**src/rtl/slt_pkg.sv**
```systemverilog
// sorted linked table: shared constants, operation codes and types
// used by the channel interfaces, the compare unit and the top level
`default_nettype none

package slt_pkg;

  // fixed field widths of the channels
  localparam int KIND_W    = 3;
  localparam int KEY_W     = 64;
  localparam int PAYLOAD_W = 32;
  localparam int POS_W     = 5;
  localparam int CNT_W     = 5;

  // parameter defaults for the top level
  localparam int CAPACITY_DEF     = 16;
  localparam int KEY_BYTES_DEF    = 8;
  localparam int PAYLOAD_BITS_DEF = 32;

  // operation codes
  localparam logic [KIND_W-1:0] KIND_INSERT = 3'd0;
  localparam logic [KIND_W-1:0] KIND_REMOVE = 3'd1;
  localparam logic [KIND_W-1:0] KIND_LOOKUP = 3'd2;
  localparam logic [KIND_W-1:0] KIND_BY_POS = 3'd3;
  localparam logic [KIND_W-1:0] KIND_UPDATE = 3'd4;

  // outcome of one key comparison
  typedef struct packed {
    logic lt;
    logic eq;
  } cmp_res_t;

endpackage

`default_nettype wire

```
**src/rtl/slt_if.sv**
```systemverilog
// sorted linked table: valid/ready channel interfaces for the request and
// result sides; field widths come from slt_pkg
`default_nettype none

interface slt_in_if;
  import slt_pkg::*;

  logic                 valid;
  logic                 ready;
  logic [KIND_W-1:0]    kind;
  logic [KEY_W-1:0]     key;
  logic [PAYLOAD_W-1:0] payload;
  logic [POS_W-1:0]     position;

  modport source (output valid, output kind, output key, output payload,
                  output position, input ready);
  modport sink   (input valid, input kind, input key, input payload,
                  input position, output ready);
endinterface

interface slt_out_if;
  import slt_pkg::*;

  logic                 valid;
  logic                 ready;
  logic                 ok;
  logic [KEY_W-1:0]     found_key;
  logic [PAYLOAD_W-1:0] found_payload;
  logic [CNT_W-1:0]     entry_count;

  modport source (output valid, output ok, output found_key,
                  output found_payload, output entry_count, input ready);
  modport sink   (input valid, input ok, input found_key,
                  input found_payload, input entry_count, output ready);
endinterface

`default_nettype wire

```
**src/rtl/slt_ram.sv**
```systemverilog
// sorted linked table: generic single write, single read RAM with a
// registered read port; no dependencies
`default_nettype none

module slt_ram #(
  parameter int WIDTH = 8,
  parameter int DEPTH = 16
) (
  input  wire logic                     clk,
  input  wire logic                     we,
  input  wire logic [$clog2(DEPTH)-1:0] waddr,
  input  wire logic [WIDTH-1:0]         wdata,
  input  wire logic [$clog2(DEPTH)-1:0] raddr,
  output logic      [WIDTH-1:0]         rdata
);

  logic [WIDTH-1:0] mem [DEPTH];

  always_ff @(posedge clk) begin
    if (we) begin
      mem[waddr] <= wdata;
    end
    rdata <= mem[raddr];
  end

endmodule

`default_nettype wire

```
**src/rtl/slt_keycmp.sv**
```systemverilog
// sorted linked table: the shared key comparator used by the key-search list walk
// depends on slt_pkg for the result struct
`default_nettype none

module slt_keycmp #(
  parameter int KW = 64
) (
  input  wire logic [KW-1:0]     slot_key,
  input  wire logic [KW-1:0]     want_key,
  output slt_pkg::cmp_res_t      res
);
  import slt_pkg::*;

  always_comb begin
    res.lt = (slot_key < want_key);
    res.eq = (slot_key == want_key);
  end

endmodule

`default_nettype wire

```
**src/rtl/sorted_linked_table_unit.sv**
```systemverilog
// sorted linked table unit: up to CAPACITY (key, payload) records kept in
// ascending key order as a linked list in RAM, unused slots on a free list.
//
// Requests arrive on in_chan (valid/ready); one transaction carries kind,
// key, payload and position. Each request gives exactly one result
// transaction on out_chan: ok, found_key, found_payload, entry_count.
// The unit handles one request at a time; in_chan.ready is high only while
// the sequencer is idle. A request walks the list one record per cycle
// through the single read port of the link and record RAMs; key searches are
// compared by one shared key comparator. A finished result waits in the
// output register while the next request is accepted; if out_chan stalls,
// the following result is held in the sequencer until the register drains.
// After reset the free list is rebuilt by a pass over every slot of the link
// RAM, during which in_chan.ready stays low.
`default_nettype none

module sorted_linked_table_unit #(
  parameter int CAPACITY     = slt_pkg::CAPACITY_DEF,
  parameter int KEY_BYTES    = slt_pkg::KEY_BYTES_DEF,
  parameter int PAYLOAD_BITS = slt_pkg::PAYLOAD_BITS_DEF
) (
  input  wire logic  clk,
  input  wire logic  rst_n,
  slt_in_if.sink     in_chan,
  slt_out_if.source  out_chan
);
  import slt_pkg::*;

  localparam int AW    = $clog2(CAPACITY);
  localparam int LW    = $clog2(CAPACITY + 1);
  localparam int CW    = LW;
  localparam int SW    = (CW > POS_W) ? CW : POS_W;
  localparam int KW    = KEY_BYTES * 8;
  localparam int PW    = (PAYLOAD_BITS < PAYLOAD_W) ? PAYLOAD_BITS : PAYLOAD_W;
  localparam int REC_W = KW + PW;

  localparam logic [LW-1:0] NIL      = LW'(CAPACITY);
  localparam logic [CW-1:0] CAP_CNT  = CW'(CAPACITY);
  localparam logic [SW-1:0] CAP_STEP = SW'(CAPACITY);
  localparam logic [AW-1:0] LAST_IDX = AW'(CAPACITY - 1);

  typedef enum logic [3:0] {
    S_INIT, S_IDLE, S_FIND, S_INS_A, S_INS_B, S_REM_A, S_REM_B, S_POS, S_RES
  } state_t;

  state_t            state_r, state_nxt;
  logic [KIND_W-1:0] kind_r, kind_nxt;
  logic [KW-1:0]     key_r, key_nxt;
  logic [PW-1:0]     pl_r, pl_nxt;
  logic [SW-1:0]     pos_r, pos_nxt;
  logic [LW-1:0]     cur_r, cur_nxt;
  logic [LW-1:0]     prev_r, prev_nxt;
  logic [LW-1:0]     hit_link_r, hit_link_nxt;
  logic [SW-1:0]     cnt_r, cnt_nxt;
  logic [LW-1:0]     used_head_r, used_head_nxt;
  logic [LW-1:0]     free_head_r, free_head_nxt;
  logic [CW-1:0]     count_r, count_nxt;
  logic [AW-1:0]     raddr_r, raddr_nxt;
  logic [AW-1:0]     init_r, init_nxt;
  logic              res_ok_r, res_ok_nxt;
  logic [KW-1:0]     res_key_r, res_key_nxt;
  logic [PW-1:0]     res_pl_r, res_pl_nxt;

  logic                 out_valid_r, out_valid_nxt;
  logic                 out_ok_r, out_ok_nxt;
  logic [KEY_W-1:0]     out_key_r, out_key_nxt;
  logic [PAYLOAD_W-1:0] out_pl_r, out_pl_nxt;
  logic [CNT_W-1:0]     out_cnt_r, out_cnt_nxt;

  // RAM ports
  logic             link_we;
  logic [AW-1:0]    link_waddr;
  logic [LW-1:0]    link_wdata;
  logic [LW-1:0]    link_rdata;
  logic             rec_we;
  logic [AW-1:0]    rec_waddr;
  logic [REC_W-1:0] rec_wdata;
  logic [REC_W-1:0] rec_rdata;

  logic [KW-1:0] rec_key;
  logic [PW-1:0] rec_pl;
  cmp_res_t      cmp;

  assign rec_key = rec_rdata[REC_W-1:PW];
  assign rec_pl  = rec_rdata[PW-1:0];

  slt_ram #(.WIDTH(LW), .DEPTH(CAPACITY)) u_link_ram (
    .clk   (clk),
    .we    (link_we),
    .waddr (link_waddr),
    .wdata (link_wdata),
    .raddr (raddr_nxt),
    .rdata (link_rdata)
  );

  slt_ram #(.WIDTH(REC_W), .DEPTH(CAPACITY)) u_rec_ram (
    .clk   (clk),
    .we    (rec_we),
    .waddr (rec_waddr),
    .wdata (rec_wdata),
    .raddr (raddr_nxt),
    .rdata (rec_rdata)
  );

  slt_keycmp #(.KW(KW)) u_cmp (
    .slot_key (rec_key),
    .want_key (key_r),
    .res      (cmp)
  );

  assign in_chan.ready          = (state_r == S_IDLE);
  assign out_chan.valid         = out_valid_r;
  assign out_chan.ok            = out_ok_r;
  assign out_chan.found_key     = out_key_r;
  assign out_chan.found_payload = out_pl_r;
  assign out_chan.entry_count   = out_cnt_r;

  always_comb begin
    state_nxt     = state_r;
    kind_nxt      = kind_r;
    key_nxt       = key_r;
    pl_nxt        = pl_r;
    pos_nxt       = pos_r;
    cur_nxt       = cur_r;
    prev_nxt      = prev_r;
    hit_link_nxt  = hit_link_r;
    cnt_nxt       = cnt_r;
    used_head_nxt = used_head_r;
    free_head_nxt = free_head_r;
    count_nxt     = count_r;
    raddr_nxt     = raddr_r;
    init_nxt      = init_r;
    res_ok_nxt    = res_ok_r;
    res_key_nxt   = res_key_r;
    res_pl_nxt    = res_pl_r;
    out_valid_nxt = out_valid_r;
    out_ok_nxt    = out_ok_r;
    out_key_nxt   = out_key_r;
    out_pl_nxt    = out_pl_r;
    out_cnt_nxt   = out_cnt_r;
    link_we       = 1'b0;
    link_waddr    = '0;
    link_wdata    = '0;
    rec_we        = 1'b0;
    rec_waddr     = '0;
    rec_wdata     = '0;

    if (out_valid_r && out_chan.ready) begin
      out_valid_nxt = 1'b0;
    end

    unique case (state_r)
      S_INIT: begin
        // rebuild the free chain: slot i points at i+1, last at nil
        link_we    = 1'b1;
        link_waddr = init_r;
        link_wdata = LW'(init_r) + LW'(1);
        if (init_r == LAST_IDX) begin
          state_nxt = S_IDLE;
        end else begin
          init_nxt = init_r + AW'(1);
        end
      end

      S_IDLE: begin
        if (in_chan.valid) begin
          kind_nxt    = in_chan.kind;
          key_nxt     = in_chan.key[KW-1:0];
          pl_nxt      = in_chan.payload[PW-1:0];
          pos_nxt     = SW'(in_chan.position);
          prev_nxt    = NIL;
          cur_nxt     = used_head_r;
          cnt_nxt     = '0;
          raddr_nxt   = used_head_r[AW-1:0];
          res_ok_nxt  = 1'b0;
          res_key_nxt = '0;
          res_pl_nxt  = '0;
          state_nxt   = S_RES;
          unique case (in_chan.kind) inside
            KIND_INSERT: begin
              if (count_r < CAP_CNT && free_head_r < NIL) begin
                if (used_head_r == NIL) begin
                  raddr_nxt = free_head_r[AW-1:0];
                  state_nxt = S_INS_A;
                end else begin
                  state_nxt = S_FIND;
                end
              end
            end
            KIND_REMOVE, KIND_LOOKUP, KIND_UPDATE: begin
              if (count_r != '0 && used_head_r != NIL) begin
                state_nxt = S_FIND;
              end
            end
            KIND_BY_POS: begin
              if (in_chan.position != '0 && SW'(in_chan.position) <= SW'(count_r)
                  && used_head_r != NIL) begin
                cnt_nxt   = SW'(1);
                state_nxt = S_POS;
              end
            end
            default: begin
              state_nxt = S_RES;
            end
          endcase
        end
      end

      S_FIND: begin
        if (cnt_r < CAP_STEP && cmp.lt) begin
          prev_nxt = cur_r;
          cur_nxt  = link_rdata;
          cnt_nxt  = cnt_r + SW'(1);
          if (link_rdata == NIL) begin
            // ran off the end without a match
            if (kind_r == KIND_INSERT) begin
              raddr_nxt = free_head_r[AW-1:0];
              state_nxt = S_INS_A;
            end else begin
              state_nxt = S_RES;
            end
          end else begin
            raddr_nxt = link_rdata[AW-1:0];
          end
        end else begin
          hit_link_nxt = link_rdata;
          state_nxt    = S_RES;
          unique case (kind_r)
            KIND_INSERT: begin
              if (!cmp.eq) begin
                raddr_nxt = free_head_r[AW-1:0];
                state_nxt = S_INS_A;
              end
            end
            KIND_REMOVE: begin
              if (cmp.eq) begin
                res_key_nxt = rec_key;
                res_pl_nxt  = rec_pl;
                state_nxt   = S_REM_A;
              end
            end
            KIND_LOOKUP: begin
              if (cmp.eq) begin
                res_ok_nxt  = 1'b1;
                res_key_nxt = rec_key;
                res_pl_nxt  = rec_pl;
              end
            end
            KIND_UPDATE: begin
              if (cmp.eq) begin
                rec_we      = 1'b1;
                rec_waddr   = cur_r[AW-1:0];
                rec_wdata   = {key_r, pl_r};
                res_ok_nxt  = 1'b1;
                res_key_nxt = key_r;
                res_pl_nxt  = pl_r;
              end
            end
            default: begin
              state_nxt = S_RES;
            end
          endcase
        end
      end

      S_INS_A: begin
        // new slot taken from the free head, linked in front of cur
        free_head_nxt = link_rdata;
        link_we       = 1'b1;
        link_waddr    = raddr_r;
        link_wdata    = cur_r;
        rec_we        = 1'b1;
        rec_waddr     = raddr_r;
        rec_wdata     = {key_r, pl_r};
        state_nxt     = S_INS_B;
      end

      S_INS_B: begin
        if (prev_r != NIL) begin
          link_we    = 1'b1;
          link_waddr = prev_r[AW-1:0];
          link_wdata = LW'(raddr_r);
        end else begin
          used_head_nxt = LW'(raddr_r);
        end
        count_nxt   = count_r + CW'(1);
        res_ok_nxt  = 1'b1;
        res_key_nxt = key_r;
        res_pl_nxt  = pl_r;
        state_nxt   = S_RES;
      end

      S_REM_A: begin
        if (prev_r != NIL) begin
          link_we    = 1'b1;
          link_waddr = prev_r[AW-1:0];
          link_wdata = hit_link_r;
        end else begin
          used_head_nxt = hit_link_r;
        end
        state_nxt = S_REM_B;
      end

      S_REM_B: begin
        // freed slot goes on the front of the free list
        link_we       = 1'b1;
        link_waddr    = cur_r[AW-1:0];
        link_wdata    = free_head_r;
        free_head_nxt = cur_r;
        count_nxt     = count_r - CW'(1);
        res_ok_nxt    = 1'b1;
        state_nxt     = S_RES;
      end

      S_POS: begin
        if (cnt_r < pos_r) begin
          cur_nxt = link_rdata;
          cnt_nxt = cnt_r + SW'(1);
          if (link_rdata == NIL) begin
            state_nxt = S_RES;
          end else begin
            raddr_nxt = link_rdata[AW-1:0];
          end
        end else begin
          res_ok_nxt  = 1'b1;
          res_key_nxt = rec_key;
          res_pl_nxt  = rec_pl;
          state_nxt   = S_RES;
        end
      end

      S_RES: begin
        if (!out_valid_r || out_chan.ready) begin
          out_valid_nxt = 1'b1;
          out_ok_nxt    = res_ok_r;
          out_key_nxt   = KEY_W'(res_key_r);
          out_pl_nxt    = PAYLOAD_W'(res_pl_r);
          out_cnt_nxt   = CNT_W'(count_r);
          state_nxt     = S_IDLE;
        end
      end

      default: begin
        state_nxt = S_IDLE;
      end
    endcase
  end

  always_ff @(posedge clk) begin
    if (!rst_n) begin
      state_r     <= S_INIT;
      init_r      <= '0;
      used_head_r <= NIL;
      free_head_r <= '0;
      count_r     <= '0;
      out_valid_r <= 1'b0;
    end else begin
      state_r     <= state_nxt;
      init_r      <= init_nxt;
      used_head_r <= used_head_nxt;
      free_head_r <= free_head_nxt;
      count_r     <= count_nxt;
      out_valid_r <= out_valid_nxt;
    end
    kind_r     <= kind_nxt;
    key_r      <= key_nxt;
    pl_r       <= pl_nxt;
    pos_r      <= pos_nxt;
    cur_r      <= cur_nxt;
    prev_r     <= prev_nxt;
    hit_link_r <= hit_link_nxt;
    cnt_r      <= cnt_nxt;
    raddr_r    <= raddr_nxt;
    res_ok_r   <= res_ok_nxt;
    res_key_r  <= res_key_nxt;
    res_pl_r   <= res_pl_nxt;
    out_ok_r   <= out_ok_nxt;
    out_key_r  <= out_key_nxt;
    out_pl_r   <= out_pl_nxt;
    out_cnt_r  <= out_cnt_nxt;
  end

endmodule

`default_nettype wire
```
**src/flat_wrapper.sv**
```systemverilog
// flat-port wrapper written by rule: the top's interface ports become plain ports
module sorted_linked_table_unit_flat import slt_pkg::*;
#(
  parameter int CAPACITY     = slt_pkg::CAPACITY_DEF,
  parameter int KEY_BYTES    = slt_pkg::KEY_BYTES_DEF,
  parameter int PAYLOAD_BITS = slt_pkg::PAYLOAD_BITS_DEF
)
  (clk, rst_n, in_chan_valid, in_chan_kind, in_chan_key, in_chan_payload, in_chan_position, in_chan_ready, out_chan_valid, out_chan_ok, out_chan_found_key, out_chan_found_payload, out_chan_entry_count, out_chan_ready);
  slt_in_if in_chan_i ();
  slt_out_if out_chan_i ();
  input  wire logic clk;
  input  wire logic rst_n;
  input wire logic [$bits(in_chan_i.valid)-1:0] in_chan_valid;
  input wire logic [$bits(in_chan_i.kind)-1:0] in_chan_kind;
  input wire logic [$bits(in_chan_i.key)-1:0] in_chan_key;
  input wire logic [$bits(in_chan_i.payload)-1:0] in_chan_payload;
  input wire logic [$bits(in_chan_i.position)-1:0] in_chan_position;
  output wire logic [$bits(in_chan_i.ready)-1:0] in_chan_ready;
  output wire logic [$bits(out_chan_i.valid)-1:0] out_chan_valid;
  output wire logic [$bits(out_chan_i.ok)-1:0] out_chan_ok;
  output wire logic [$bits(out_chan_i.found_key)-1:0] out_chan_found_key;
  output wire logic [$bits(out_chan_i.found_payload)-1:0] out_chan_found_payload;
  output wire logic [$bits(out_chan_i.entry_count)-1:0] out_chan_entry_count;
  input wire logic [$bits(out_chan_i.ready)-1:0] out_chan_ready;
  assign in_chan_i.valid = in_chan_valid;
  assign in_chan_i.kind = in_chan_kind;
  assign in_chan_i.key = in_chan_key;
  assign in_chan_i.payload = in_chan_payload;
  assign in_chan_i.position = in_chan_position;
  assign in_chan_ready = in_chan_i.ready;
  assign out_chan_valid = out_chan_i.valid;
  assign out_chan_ok = out_chan_i.ok;
  assign out_chan_found_key = out_chan_i.found_key;
  assign out_chan_found_payload = out_chan_i.found_payload;
  assign out_chan_entry_count = out_chan_i.entry_count;
  assign out_chan_i.ready = out_chan_ready;
  sorted_linked_table_unit #(.CAPACITY(CAPACITY), .KEY_BYTES(KEY_BYTES), .PAYLOAD_BITS(PAYLOAD_BITS)) u_core (.clk(clk), .rst_n(rst_n), .in_chan(in_chan_i), .out_chan(out_chan_i));
endmodule
```
**config.mk**
```make
export PLATFORM = sky130hd
export DESIGN_NAME = sorted_linked_table_unit_flat
export DESIGN_NICKNAME = d
export VERILOG_FILES = /design/src/rtl/slt_pkg.sv /design/src/rtl/slt_if.sv /design/src/rtl/slt_ram.sv /design/src/rtl/slt_keycmp.sv /design/src/rtl/sorted_linked_table_unit.sv /design/src/flat_wrapper.sv
export SDC_FILE = /design/constraint.sdc
export NUM_CORES = 2
export LEC_CHECK = 0
export BUFFER_PORTS_ARGS = -buffer_cell sky130_fd_sc_hd__clkbuf_2
export CAP_MARGIN = 20
export CORE_AREA = 10 10 585 587
export CTS_CLUSTER_DIAMETER = 100
export DETAILED_ROUTE_END_ITERATION = 6
export DIE_AREA = 0 0 595 597
export SYNTH_ARGS = -nofsm -noshare
export SYNTH_HDL_FRONTEND = slang
export SYNTH_SLANG_ARGS = --single-unit
```
**constraint.sdc**
```tcl
create_clock -name clk -period 8.4 [get_ports clk]
set_clock_uncertainty 0.2 [all_clocks]
set_input_delay 1.26 -clock clk [delete_from_list [all_inputs] [get_ports clk]]
set_output_delay 1.26 -clock clk [all_outputs]
set_load 0.01 [all_outputs]
```
=== Yosys cells after proc, flatten, opt, wreduce, memory -nomap -nowiden ===
Memories as Yosys holds them, arrays and structs flattened. A register that Yosys moved wholly into a read port is not among the register bits.
Index checks and enable logic that the tools add are counted.

* Order comparisons: 6
* Eq/ne operators: 37
* Reduce and logical (&&, ||, !) cells: 36
* Mux-type cells: 93
* Add/sub/neg operators: 5
* Bitwise gates (word level): 2

{| class="wikitable"
|+ Operator list
! cell !! count
|-
| two-way mux 64 bit || 5
|-
| two-way mux 96 bit || 3
|-
| one-hot mux 64 bit (4 select lines) || 1
|-
| one-hot mux 96 bit (2 select lines) || 1
|-
| two-way mux 32 bit || 5
|-
| one-hot mux 32 bit (4 select lines) || 1
|-
| one-hot mux 64 bit (2 select lines) || 1
|-
| two-way mux 4 bit || 29
|-
| equality test 64 bit || 1
|-
| less-than comparator 64 bit || 1
|-
| one-hot mux 32 bit (2 select lines) || 1
|-
| two-way mux 5 bit || 12
|-
| one-hot mux 5 bit (2 select lines) || 4
|-
| one-hot mux 4 bit (8 select lines) || 1
|-
| one-hot mux 5 bit (3 select lines) || 2
|-
| one-hot mux 5 bit (5 select lines) || 1
|-
| one-hot mux 4 bit (3 select lines) || 2
|-
| two-way mux 1 bit || 18
|-
| equality test 4 x 3 -> 1 bit, second input constant || 4
|-
| one-hot mux 4 bit (2 select lines) || 2
|-
| one-hot mux 4 bit (4 select lines) || 1
|-
| less-than comparator 5 bit, second input constant || 3
|-
| inequality test 2 bit, second input constant || 6
|-
| adder 5 x 1 -> 5 bit, second input constant || 2
|-
| 36 further kinds || 72
|}

* Output and inout port bits: 104
* Word-level logic and storage cells: 203
* Register bits: 351
* RAM bits: 1616
* Input port bits: 108
* Memories kept: 2

{| class="wikitable"
|+ Memories
! memory !! words !! width !! rd ports !! clocked after memory_dff !! write ports !! RTL line !! source
|-
| u_core.u_rec_ram.mem || 16 || 96 || 1 || 1 || 1 || slt_ram.sv:17 || <nowiki>logic [WIDTH-1:0] mem [DEPTH];</nowiki>
|-
| u_core.u_link_ram.mem || 16 || 5 || 1 || 1 || 1 || slt_ram.sv:17 ||
|}

=== Logic depth before layout (Yosys ltp) ===
* Depth after elaboration: 7
* Depth in mapped cells: 17
* Mapped depth without buffers: 13

=== Cells and area by module ===
Synthesis repeated with hierarchy kept, for this count alone.

* Cells, all modules: 3786
* Area, all modules: 78409.0 um2

{| class="wikitable"
|+ By module, submodules not included
! module !! seq. area each (um2) !! cells each !! instances !! area each (um2)
|-
| slt_ram at u_core.u_rec_ram || 48046.1 || 2460 || 1 || 59355.7
|-
| sorted_linked_table_unit || 10259.8 || 938 || 1 || 14151.1
|-
| slt_ram at u_core.u_link_ram || 2502.4 || 155 || 1 || 3213.1
|-
| slt_keycmp || 0.0 || 233 || 1 || 1689.1
|}

=== Least setup slack after synthesis ===
OpenSTA, ideal clock, no wires.

* Path kind: input port to flip-flop
* Start: input in_chan_valid
* End: register u_core.res_key_r[0] (enable)
* Buffers on the path: 2
* Library setup time: 0.467 ns
* Cell stages on the path: 4
* Data required time: 7.733 ns
* Slack: 0.618 ns
* Arrival time: 7.115 ns
* Cells stage by stage: clkbuf_1 > and3_1 > clkbuf_1 > o311a_1

* Word-level cells in the longest chain between the ends: 2

{| class="wikitable"
|+ RTL lines
! item !! RTL line !! source
|-
| from (decl) || flat_wrapper.sv:13 || <nowiki>input wire logic [$bits(in_chan_i.valid)-1:0] in_chan_valid;</nowiki>
|-
| inequality test 2 bit (no source line) || n/a ||
|-
| AND reduction 7 bit (no source line) || n/a ||
|-
| to (signal assigned) || sorted_linked_table_unit.sv:375 || <nowiki>res_key_r <= res_key_nxt;</nowiki>
|-
| to (decl) || sorted_linked_table_unit.sv:61 || <nowiki>logic [KW-1:0] res_key_r, res_key_nxt;</nowiki>
|}

No other way between the ends.
A chain may end at the register's enable or synchronous reset.

=== Worst setup path after layout ===
* Start: register u_core.key_r[1]
* End: register u_core.u_rec_ram.rdata[94] (read register of u_core.u_rec_ram.mem)

* Word-level cells in the longest chain between the ends: 5
* Elaborated cells between the ends (all ways): 7
* Classes of those cells: order compare (1); eq/ne (1); mux (4); reduce/logical (1)

{| class="wikitable"
|+ RTL lines
! item !! RTL line !! source
|-
| from (decl) || sorted_linked_table_unit.sv:48 || <nowiki>logic [KW-1:0] key_r, key_nxt;</nowiki>
|-
| from (signal assigned) || sorted_linked_table_unit.sv:366 || <nowiki>key_r <= key_nxt;</nowiki>
|-
| parallel branches: the longest is 3 deep, another holds less-than comparator 64 bit || n/a ||
|-
| two-way mux 4 bit (*) || sorted_linked_table_unit.sv:210 || <nowiki>if (cnt_r < CAP_STEP && cmp.lt) begin</nowiki>
|-
| one-hot mux 4 bit (3 select lines) (*) || sorted_linked_table_unit.sv:152 || <nowiki>unique case (state_r)</nowiki>
|-
| to (decl) || slt_ram.sv:14 || <nowiki>output logic [WIDTH-1:0] rdata</nowiki>
|}

Every way passes the cells marked *.

==> reports/metrics.cfg <==
[run_status]
status = finished, violations left
violations = design-rule violations

[drt]
dr.pass1.iters = 7
detail-route-antenna-nets = 0
wl_mm = 249
drc = 3
drt_iter0_drc = 6018
vias = 51900
routedWlPerCell_um = 24.2
via_per_inst = 5.05

[synth]
async_reset_ff_frac = 0
ys_types = 71
synth_edf_count = 1939
synth_flop_cell = edfxtp_1
netlist_area_mm2 = 0.0823
mappedNetlistNets = 5831
yosysWarnings = 0
ys_seq_area_frac = 0.739
syn_avg_cell_area_um2 = 14.6
ys_seq_elements = 2068
syn_inst = 5644

[floorplan]
ios = 212
core_region_area_mm2 = 0.330
start_util = 0.249
fp.dieH_um = 597
die_area_mm2 = 0.355
fp-row-count = 211
die_w_um = 595

[layout]
nets = 5946
instances_no_fill = 10300
drive_above_1_share = 0.130
syn_to_final_growth_pct = 15.8
n_fill_cell = 32600

[timing]
finalCriticalPeriod_ns = 6.68
finalCritPeriodShare = 0.795
maxSlewHeadroom = 0.195
hold_violations = 0
fin_setup_tns_ns = 0
max_freq_ghz = 0.150
whs_ns = 0.216
rsz0062_at_grt = false
worstMarginPinSlew_ns = 1.20
setup_viol = 0
setup_ws_ns = 1.72
final_max_slew_viol_count = 0

[placement]
numPortBuffers = 211
gp_congestion = 0.807
placed_cells = 9914
dpl_worst_slack_ns = 1.60
hpwl_mm = 128

[setup_path]
critPathCaptureType = flop
worstPathArrival_ns = 7.14
cp_data_required_time_ns = 8.86
critPathMaxFanout = 94
crit_type = reg2reg
crit_path_start_kind = flop

[cts]
clk_pin_slew_ns = 0.07
cts_setup_buffers = 0
cts_buffer_depth = 4
clock_sinks = 2068
cts_root_buffer = clkbuf_16
h-tree-depth = 4
tritoncts = yes
clkLatencyLatePin_ns = 0.90
cts-buffers-inserted = 199
cts_resized = 0
hold_buffers = 0

[grt]
grt_usage = 0.132
grt_overflow_total = 0
antenna_found_initial = 6
grt_pass1_vias = 50800
grt_pass1_wl_mm = 358
grt_max_degree = 177

[power_and_ir_drop]
ir_drop_v = 0.000419
p_leak_nw = 28.3
power_density_mw_per_mm2 = 294

[job]
cap_violations = 0

[hold_path]
hold_path.class = reg2reg

report_power, final:
part           internal, W  switching (W)
logic              0.00256        0.00504
registers           0.0115       0.000308
clock network      0.00479        0.00387
routing by layer:
metal / vias to the layer above / global-route usage / part of all wire
li1: 22400 / - / -
met1: 26600 / 0.170 / 0.40
met2: 2406 / 0.224 / 0.48
met3: 498 / 0.0196 / 0.073
met4: 0 / 0.0534 / 0.042
met5: - / 0 / 0
layout by cell type (no fill, tap or decap), types with 10 or more instances in the layout:
master / synthesis / layout
a21oi_1: 661 / 660
a221o_1: 103 / 103
a221oi_1: 307 / 307
a22o_1: 99 / 99
a22oi_1: 14 / 14
a32o_1: 101 / 101
and2_1: 14 / 14
and3_1: 107 / 105
buf_12: 0 / 50
buf_4: 6 / 71
clkbuf_1: 371 / 53
clkbuf_16: 0 / 201
clkbuf_2: 0 / 211
clkbuf_8: 0 / 16
clkinv_1: 0 / 32
clkinv_2: 0 / 35
dfxtp_1: 129 / 129
edfxtp_1: 1939 / 1939
ha_1: 78 / 78
inv_1: 181 / 180
mux2_2: 102 / 102
mux2i_1: 14 / 14
nand2_1: 680 / 677
nand2b_1: 14 / 13
nand3_1: 19 / 19
nand4_1: 18 / 18
nor2_1: 132 / 118
nor2_4: 0 / 14
nor2b_1: 45 / 41
nor4_1: 12 / 10
o211ai_1: 203 / 203
o21ai_0: 35 / 31
or4_1: 103 / 103
area by class of cell:
| cell class | count | area, um2 | area share |
|---|---|---|---|
| clock inverter | 97 | 759 | 0.00797 |
| multi-input combinational | 2967 | 19400 | 0.204 |
| clock buffer | 266 | 5390 | 0.0566 |
| timing repair buffer | 340 | 2690 | 0.0282 |
| antenna | 4 | 10.0 | 0.000105 |
| sequential | 2068 | 60800 | 0.638 |
| inverter | 183 | 704 | 0.00740 |
| tap | 4366 | 5460 | 0.0574 |
flip-flops by register name, indices dropped and copies added, names as in the netlist, 32 cells and up:
name	count
u_core.u_rec_ram.mem	1536
u_core.u_rec_ram.rdata	96
u_core.u_link_ram.mem	80
u_core.key_r	64
u_core.out_chan.found_key	64
u_core.res_key_r	64
u_core.out_chan.found_payload	32
u_core.pl_r	32
u_core.res_pl_r	32
path summary, 6_finish.rpt:
path / start / cells after the start / slack, ns / endpoint
hold / removal: u_core.res_pl_r[28] / 0 / 0.22 / u_core.out_chan.found_payload[28]
hold reg to reg: u_core.res_pl_r[28] / 0 / 0.22 / u_core.out_chan.found_payload[28]
setup / recovery: u_core.key_r[1] / 15 / 1.72 / u_core.u_rec_ram.rdata[94]
setup reg to reg: u_core.key_r[1] / 15 / 1.72 / u_core.u_rec_ram.rdata[94]
kinds of logic after synthesis:
| kind of cell | count (synthesis) | share of synthesized area |
|---|---|---|
| xor gates and xnor gates | 15 | 0.00160 |
| adders and majority gates | 79 | 0.0121 |
| AOI/OAI and AO/OA | 1587 | 0.137 |
| and+or+nand+nor | 1170 | 0.0660 |
| DFF | 2068 | 0.739 |
| muxes | 116 | 0.0157 |
| buffers and inverters | 609 | 0.0284 |
Yosys cell counts (4+ instances only):
cell type | n | area [um2]
and2_1 | 14 | 87.6
nand3_1 | 19 | 95.1
o21a_1 | 4 | 30.0
a22oi_1 | 14 | 105
o211a_1 | 5 | 50.1
a21o_1 | 7 | 52.6
buf_1 | 38 | 143
nor3_1 | 10 | 50.1
ha_1 | 78 | 976
a31oi_1 | 8 | 50.1
a22o_1 | 99 | 867
and3_1 | 107 | 669
nor2_1 | 132 | 495
xor2_1 | 6 | 52.6
a21boi_0 | 8 | 60.1
buf_4 | 6 | 45.0
inv_1 | 181 | 679
a221oi_1 | 307 | 2690
mux2i_1 | 14 | 140
nand2_1 | 680 | 2550
dfxtp_1 | 129 | 2580
a211oi_1 | 4 | 30.0
edfxtp_1 | 1939 | 58200
nand4_1 | 18 | 113
nor4_1 | 12 | 75.1
a221o_1 | 103 | 1030
buf_2 | 9 | 45.0
a32o_1 | 101 | 1010
nand2b_1 | 14 | 87.6
o21ai_0 | 35 | 175
or4_1 | 103 | 773
a21oi_1 | 661 | 3310
xnor2_1 | 9 | 78.8
mux2_2 | 102 | 1150
clkbuf_1 | 371 | 1390
o211ai_1 | 203 | 1520
nor2b_1 | 45 | 282
metrics by stage:
stage	power [W]	instance area [um2]	util
after global placement	0.0194	88900	0.270
after detailed placement	0.0195	89000	0.270
after CTS	0.0281	95100	0.288
after global routing	0.0292	95200	0.289
after floorplan	0.0168	82300	-
final	0.0280	95200	0.289
worst max-delay path: stages (launching register included):
cell and delay, ns:
edfxtp_1 0.51, inv_1 0.11, ha_1 0.30, nor2b_1 0.14
o211ai_1 0.21, a2111o_1 0.18, nand4b_1 0.51, a31oi_1 0.88
buf_4 0.30, a31o_4 0.40, o21a_4 0.57, inv_8 0.36
buf_12 0.35, a221o_1 0.35, a32o_1 0.27, or4_1 0.63
Power figures use the tool's default switching activity.
